**src/hdl/pbp_pkg.sv**
```systemverilog
package pbp_pkg;

    // table geometry (NUM_ROWS must be a power of two)
    localparam int NUM_ROWS     = 512;
    localparam int HISTORY_BITS = 63;
    localparam int ROW_LEN      = HISTORY_BITS + 1;
    localparam int ROW_W        = $clog2(NUM_ROWS);
    localparam int WEIGHT_W     = 8;
    localparam int ROW_BITS     = ROW_LEN * WEIGHT_W;

    // adder tree: groups of eight weights, then a sum of the groups
    localparam int GRP_SIZE = 8;
    localparam int NUM_GRP  = (ROW_LEN + GRP_SIZE - 1) / GRP_SIZE;
    localparam int TERM_W   = WEIGHT_W + 1;
    localparam int GRP_W    = TERM_W + $clog2(GRP_SIZE);

    // field widths
    localparam int PC_W    = 32;
    localparam int SUM_W   = 14;
    localparam int THR_W   = 14;
    localparam int IN_TDATA_W  = 40;
    localparam int OUT_TDATA_W = 16;

    localparam logic [THR_W-1:0] THR_RESET = THR_W'(135);

    localparam logic signed [WEIGHT_W-1:0] WEIGHT_MAX = 8'sd127;
    localparam logic signed [WEIGHT_W-1:0] WEIGHT_MIN = -8'sd128;

    // word kind on the input tuser
    localparam logic KIND_PREDICT = 1'b0;
    localparam logic KIND_UPDATE  = 1'b1;

    // controller -> datapath
    typedef struct packed {
        logic capture;  // latch accepted input word
        logic rd;       // read table row
        logic psum;     // register group partial sums
        logic fin;      // register full sum
        logic wb;       // train decision and row write-back
        logic put;      // load output register
        logic clr;      // clear one table row
    } t_cmd;

    // datapath -> controller
    typedef struct packed {
        logic clr_last;
        logic is_update;
        logic out_free;
    } t_sts;

endpackage

```
**src/hdl/pbp_ctrl.sv**
```systemverilog
module pbp_ctrl
    import pbp_pkg::*;
(
    input  logic i_clk,
    input  logic i_rst_n,
    input  logic i_in_valid,
    output logic o_in_ready,
    input  t_sts i_sts,
    output t_cmd o_cmd
);

    typedef enum logic [6:0] {
        S_CLR  = 7'b0000001,
        S_IDLE = 7'b0000010,
        S_RD   = 7'b0000100,
        S_PSUM = 7'b0001000,
        S_FIN  = 7'b0010000,
        S_WB   = 7'b0100000,
        S_PUT  = 7'b1000000
    } t_state;

    t_state r_state;
    t_state n_state;

    always_ff @(posedge i_clk) begin
        if (!i_rst_n) begin
            r_state <= S_CLR;
        end else begin
            r_state <= n_state;
        end
    end

    assign o_in_ready = (r_state == S_IDLE);

    always_comb begin
        n_state = r_state;
        o_cmd   = '0;
        unique case (r_state)
            S_CLR: begin
                o_cmd.clr = 1'b1;
                if (i_sts.clr_last) begin
                    n_state = S_IDLE;
                end
            end
            S_IDLE: begin
                if (i_in_valid) begin
                    o_cmd.capture = 1'b1;
                    n_state       = S_RD;
                end
            end
            S_RD: begin
                o_cmd.rd = 1'b1;
                n_state  = i_sts.is_update ? S_WB : S_PSUM;
            end
            S_PSUM: begin
                o_cmd.psum = 1'b1;
                n_state    = S_FIN;
            end
            S_FIN: begin
                o_cmd.fin = 1'b1;
                n_state   = S_PUT;
            end
            S_WB: begin
                o_cmd.wb = 1'b1;
                n_state  = S_PUT;
            end
            S_PUT: begin
                if (i_sts.out_free) begin
                    o_cmd.put = 1'b1;
                    n_state   = S_IDLE;
                end
            end
            default: begin
                n_state = S_CLR;
            end
        endcase
    end

endmodule

```
**config.mk**
```make
export PLATFORM = sky130hd
export DESIGN_NAME = pbp_ctrl
export DESIGN_NICKNAME = d
export VERILOG_FILES = /design/src/hdl/pbp_pkg.sv /design/src/hdl/pbp_ctrl.sv
export SDC_FILE = /design/constraint.sdc
export NUM_CORES = 1
export LEC_CHECK = 0
export BUFFER_PORTS_ARGS = -buffer_cell sky130_fd_sc_hd__buf_2
export CORE_AREA = 8 8 45 47
export CTS_CLUSTER_DIAMETER = 50
export DETAILED_ROUTE_END_ITERATION = 10
export DIE_AREA = 0 0 53 55
export SYNTH_ARGS = -nofsm -noshare
export SYNTH_HDL_FRONTEND = slang
export SYNTH_SLANG_ARGS = --single-unit
```
**constraint.sdc**
```tcl
create_clock -name i_clk -period 3.75 [get_ports i_clk]
set_clock_uncertainty 0.1 [all_clocks]
set_input_delay 0.375 -clock i_clk [delete_from_list [all_inputs] [get_ports i_clk]]
set_output_delay 0.375 -clock i_clk [all_outputs]
set_load 0.005 [all_outputs]
```
==> results.json, run 1 <==
{
  "outcome": "complete, no violations",
  "routedWlPerCell_um": 13.6,
  "grt_setup_unrepaired": "false",
  "powerDensity_mw_per_mm2": 376,
  "min_period_ns": 2.01,
  "vias": 430,
  "drive_gt1_share_pct": 35.9,
  "core-area_mm2": 0.00138,
  "p_leak_nw": 0.256,
  "synth_area_leaders": "dfxtp_1, nor3b_1, and3_1",
  "hold_viol": 0,
  "place_congestion": 0.735,
  "finalSetupViolations": 0,
  "synth_nets": 55,
  "required_ns": 3.27,
  "drc": 0,
  "cts_setup_buffers": 0,
  "rows": 14,
  "diodes": 0,
  "cts.clk_slew.worst_paths_ns": 0.05,
  "place_area_um2": 532,
  "synthCells": 49,
  "worstSetupEndpointType": "primary output",
  "timing.setup.tns_ns": 0,
  "drt_iter0_markers": 15,
  "largest_registers": "r_state (7)",
  "rr_endpoint": "r_state[4]",
  "total_power_mw": 0.210,
  "htree_levels": 1,
  "ctsHoldBuffers": 0,
  "cp.arrival_ns": 1.54,
  "postRouteAntennaNets": 0,
  "cts_max_path_buffers": 2,
  "grt_max_degree": 10,
  "cts-root-buf": "clkbuf_4",
  "die-area_mm2": 0.00292,
  "largest_reg_flops": 7,
  "die_w_um": 53,
  "grt_pass1_vias": 381,
  "maxCapViolCount": 0,
  "synth_edf_count": 0,
  "regMostFlops": "r_state",
  "grt_usage_pct": 7.33,
  "antenna_found_initial": 0,
  "ios": 14,
  "syn_avg_cell_area_um2": 9.32,
  "cts.sinks": 7,
  "start_util_pct": 33.0,
  "dr.pass1.iters": 4,
  "grt_pass1_wl_mm": 1.64,
  "cts_made_buffers": 3,
  "drv_slew": 0,
  "whs_endpoint": "r_state[3]",
  "r2r-start": "r_state[2]",
  "worst_pin_slew_ns": 0.408,
  "slew_headroom_pct": 72.6,
  "yosysTopAreaCell": "dfxtp_1",
  "yosysWarnings": 0,
  "cts_tree": "built",
  "postLayoutCellArea_um2": 558,
  "start_kind": "flop",
  "worstRegToRegCells": 3,
  "holdCritPathClass": "input pin to flop",
  "ys_seq_area_share_pct": 30.7,
  "synth-seq-cells": 7,
  "holdCritStartpoint": "i_sts[1]",
  "seq_area_um2": 140,
  "synth_top_area_share_pct": 30.7,
  "fin_util_pct": 40.3,
  "syn-cell-area_um2": 457,
  "fmax_mhz": 496,
  "num-fill-cells": 144,
  "r2r_slack_ns": 2.22,
  "period_share_pct": 53.7,
  "wl_mm": 1.09,
  "io_buffers": 13,
  "final_nets": 71,
  "synthArstFlopShare_pct": 0,
  "die_y_um": 55,
  "path_max_fanout": 5,
  "hold_depth": 2,
  "grt-ovfl-total": 0,
  "insertion_delay_ns": 0.25,
  "ys_types": 27,
  "critPathKind": "flop to primary output",
  "synthToLayoutAreaGrowth_pct": 22.2,
  "cts_resized": 0,
  "dp_hpwl_um": 842,
  "vias_per_cell": 5.38,
  "irDropWorstVdd_mv": 0.115,
  "synth_ff_type": "dfxtp_1",
  "multi_input_area_um2": 292
}
[how the worst max path moves through the flow]
stage	from	to	depth (start not counted)
4_1_cts	r_state[2]	o_cmd[1]	3
5_1_grt	r_state[2]	o_cmd[1]	3
2_1_floorplan	r_state[2]	o_cmd[1]	2
6_report	r_state[2]	o_cmd[1]	3
3_5_place_dp	r_state[4]	o_cmd[1]	3
3_3_place_gp	r_state[2]	o_cmd[1]	3
[layout by cell type (no fill, tap or decap)]
cell type  count
nand2b_1       2
xnor2_1        1
buf_2         13
dfxtp_1        7
xor2_1         1
nor3_2         1
a211o_1        1
and2_1         2
o32ai_1        1
nor4b_1        1
or4_4          1
o2111a_1       1
nor3_4         1
and3_1         4
a32oi_1        1
nor4_1         1
nor2_1         3
and4_1         1
a21oi_1        1
clkbuf_4       3
nand3_1        1
inv_1          4
nand2_1        1
nor4b_2        1
a221oi_2       1
nor4_2         2
clkbuf_1       1
nor3b_1        5
o211ai_1       1
[routing by layer]
metal	global-route usage, %	share of wire [%]	up-vias
met4	6.47	1.9	0
li1	-	-	218
met3	0.802	2.2	4
met2	12.5	54	10
met5	0	0	-
met1	7.94	42	198
[critical path, cell delays in order, from the launching register on]
cell     delay [ns]
dfxtp_1        0.34
or4_4          0.58
nor4_2         0.21
buf_2          0.15
[through the flow]
| step | cells | setup slack, ns | hold WS (ns) |
|---|---|---|---|
| finish | 80 | 1.74 | 0.197 |
| global route | 80 | 1.63 | 0.201 |
| CTS | 80 | 1.74 | 0.199 |
| detailed placement | 76 | 2.01 | 0.458 |
| global placement | 76 | 2.01 | 0.457 |
| floorplan | 49 | 2.14 | 0.351 |
[kinds of logic after synthesis]
group	after synthesis	share of synthesized area (%)
and+or+nand+nor	27	45.8
xor gates and xnor gates	2	3.84
AOI/OAI and AO/OA	7	14.2
DFF	7	30.7
buffers and inverters	6	5.48
[report_power, final]
part | internal (mW) | switching, mW | total (mW)
clock network | 0.0407 | 0.0284 | 0.0691
logic | 0.0240 | 0.0237 | 0.0477
registers | 0.0797 | 0.0132 | 0.0929
total | 0.144 | 0.0653 | 0.210
[cell type report]
class / instances / area share (%)
inverter: 4 / 2.69
tap: 16 / 3.59
timing repair buffer: 13 / 11.7
clock buffer: 4 / 4.71
multi-input combinational: 36 / 52.2
sequential: 7 / 25.1
[cells in the mapped netlist, types with 2 or more instances]
library cell	number
dfxtp_1	7
nor3b_1	5
and3_1	4
inv_1	4
nor2_1	3
and2_1	2
buf_2	2
nand2b_1	2
nor4_2	2
No activity file was read; power rests on OpenSTA's default activity.
==> inputs of run 2 (changes only) <==
- clock period: 3.75 -> 1.65 ns (I/O delays scaled with it)
==> results.json, run 2 (synthesized netlist as in run 1, its figures left out) <==
{
  "rows": 14,
  "maxCapViolCount": 0,
  "grt_setup_unrepaired": "true",
  "start_kind": "flop",
  "slew_headroom_pct": 72.9,
  "htree_levels": 1,
  "ios": 14,
  "hold_viol": 0,
  "synthToLayoutAreaGrowth_pct": 41.9,
  "drt_iter0_markers": 9,
  "antenna_found_initial": 0,
  "pre_cts_ws_ns": 0.114,
  "r2r-start": "r_state[3]",
  "largest_reg_flops": 7,
  "critPathKind": "flop to primary output",
  "hold_depth": 2,
  "final_cell_mix": "buf_2, buf_4",
  "start_util_pct": 33.0,
  "irDropWorstVdd_mv": 0.617,
  "worst_pin_slew_ns": 0.405,
  "grt-ovfl-total": 0,
  "wl_mm": 1.08,
  "grt_max_degree": 10,
  "grt_pass1_wl_mm": 1.79,
  "grt_usage_pct": 8.17,
  "period_share_pct": 104,
  "cts.clk_slew.worst_paths_ns": 0.06,
  "cts_tree": "built",
  "drc": 0,
  "worstRegToRegCells": 4,
  "place_congestion": 0.711,
  "vias_per_cell": 5.17,
  "grt_pass1_vias": 426,
  "total_power_mw": 0.508,
  "placedCellCount": 79,
  "regMostFlops": "r_state",
  "holdCritStartpoint": "i_rst_n",
  "num-fill-cells": 126,
  "whs_endpoint": "r_state[0]",
  "instances_no_fill": 87,
  "setup_slack_ns": -0.0636,
  "finalSetupViolations": 3,
  "holdCritPathClass": "input pin to flop",
  "insertion_delay_ns": 0.25,
  "die_w_um": 53,
  "cts-root-buf": "clkbuf_4",
  "p_leak_nw": 0.297,
  "violations": "setup timing",
  "path_max_fanout": 5,
  "cts.sinks": 7,
  "outcome": "complete, but fails checks",
  "rr_endpoint": "r_state[6]",
  "powerDensity_mw_per_mm2": 784,
  "die_y_um": 55,
  "final_common_cell": "buf_2",
  "worstSetupEndpointType": "primary output",
  "io_buffers": 13,
  "dp_hpwl_um": 817,
  "largest_registers": "r_state (7)",
  "drv_slew": 0,
  "vias": 450,
  "cts_max_path_buffers": 2,
  "die-area_mm2": 0.00292,
  "dr.pass1.iters": 4,
  "final_nets": 78,
  "min_period_ns": 1.71,
  "timing.setup.tns_ns": -0.166,
  "r2r_slack_ns": 0.18,
  "cp.arrival_ns": 1.45,
  "routedWlPerCell_um": 12.4,
  "diodes": 0,
  "drive_gt1_share_pct": 50.7,
  "core-area_mm2": 0.00138,
  "fin_util_pct": 46.8,
  "fmax_mhz": 584,
  "postRouteAntennaNets": 0,
  "cts_made_buffers": 3,
  "required_ns": 1.38
}
-- run 2: changes by cell type in the layout (fill, tap and decap cells not counted), sizes merged --
cell and delta:
dlygate4sd3 +1, buf +6
-- run 2: per-stage QoR --
stage / cell area (µm²) / hold slack (ns)
after floorplan: 457 / 0.141
after global placement: 554 / 0.245
after detailed placement: 554 / 0.247
after CTS: 616 / 0.0838
after global routing: 648 / 0.0940
final: 648 / 0.0825
-- run 2: critical path, cell delays in order (launching register included) --
cell	delay [ns]
dfxtp_2	0.34
or4_4	0.58
nor4_4	0.13
buf_2	0.14
-- run 2: final cells by class --
class                   count  area (µm²)  area share, %
clock buffers               4        26.3           4.05
repair buffers             20         120           18.5
multi-input cells          36         318           49.0
flip-flops and latches      7         149           23.0
inverters                   4        15.0           2.32
well taps                  16        20.0           3.09
-- run 2: layer usage --
metal	track usage, %	wire [µm]	vias to the layer above	share of wire (%)
met2	14.1	575	5	53
met1	9.05	479	212	44
met3	1.60	28	0	2.6
met5	0	0	-	0
li1	-	-	233	-
met4	5.17	0	0	0
-- run 2: worst max path at each step --
stage | start | endpoint | cells past startpoint
2_1_floorplan | r_state[2] | r_state[6] | 3
3_3_place_gp | r_state[2] | o_cmd[1] | 3
3_5_place_dp | r_state[2] | o_cmd[1] | 3
4_1_cts | r_state[5] | o_cmd[1] | 3
5_1_grt | r_state[3] | o_cmd[1] | 3
6_report | r_state[3] | o_cmd[1] | 3
-- run 2: repair_timing --
item,in CTS,in global routing
resized for setup,4,6
hold endpoints to repair,1,0
setup buffers,2,1
hold buffers,1,0
endpoints found under the setup margin,6,8
pin swaps,2,3
-- run 2: power by group --
group | switching (mW) | leakage, nW | internal (mW)
clock network | 0.0634 | 0.0150 | 0.0923
registers | 0.0347 | 0.0588 | 0.185
logic | 0.0588 | 0.223 | 0.0740
total | 0.157 | 0.297 | 0.351
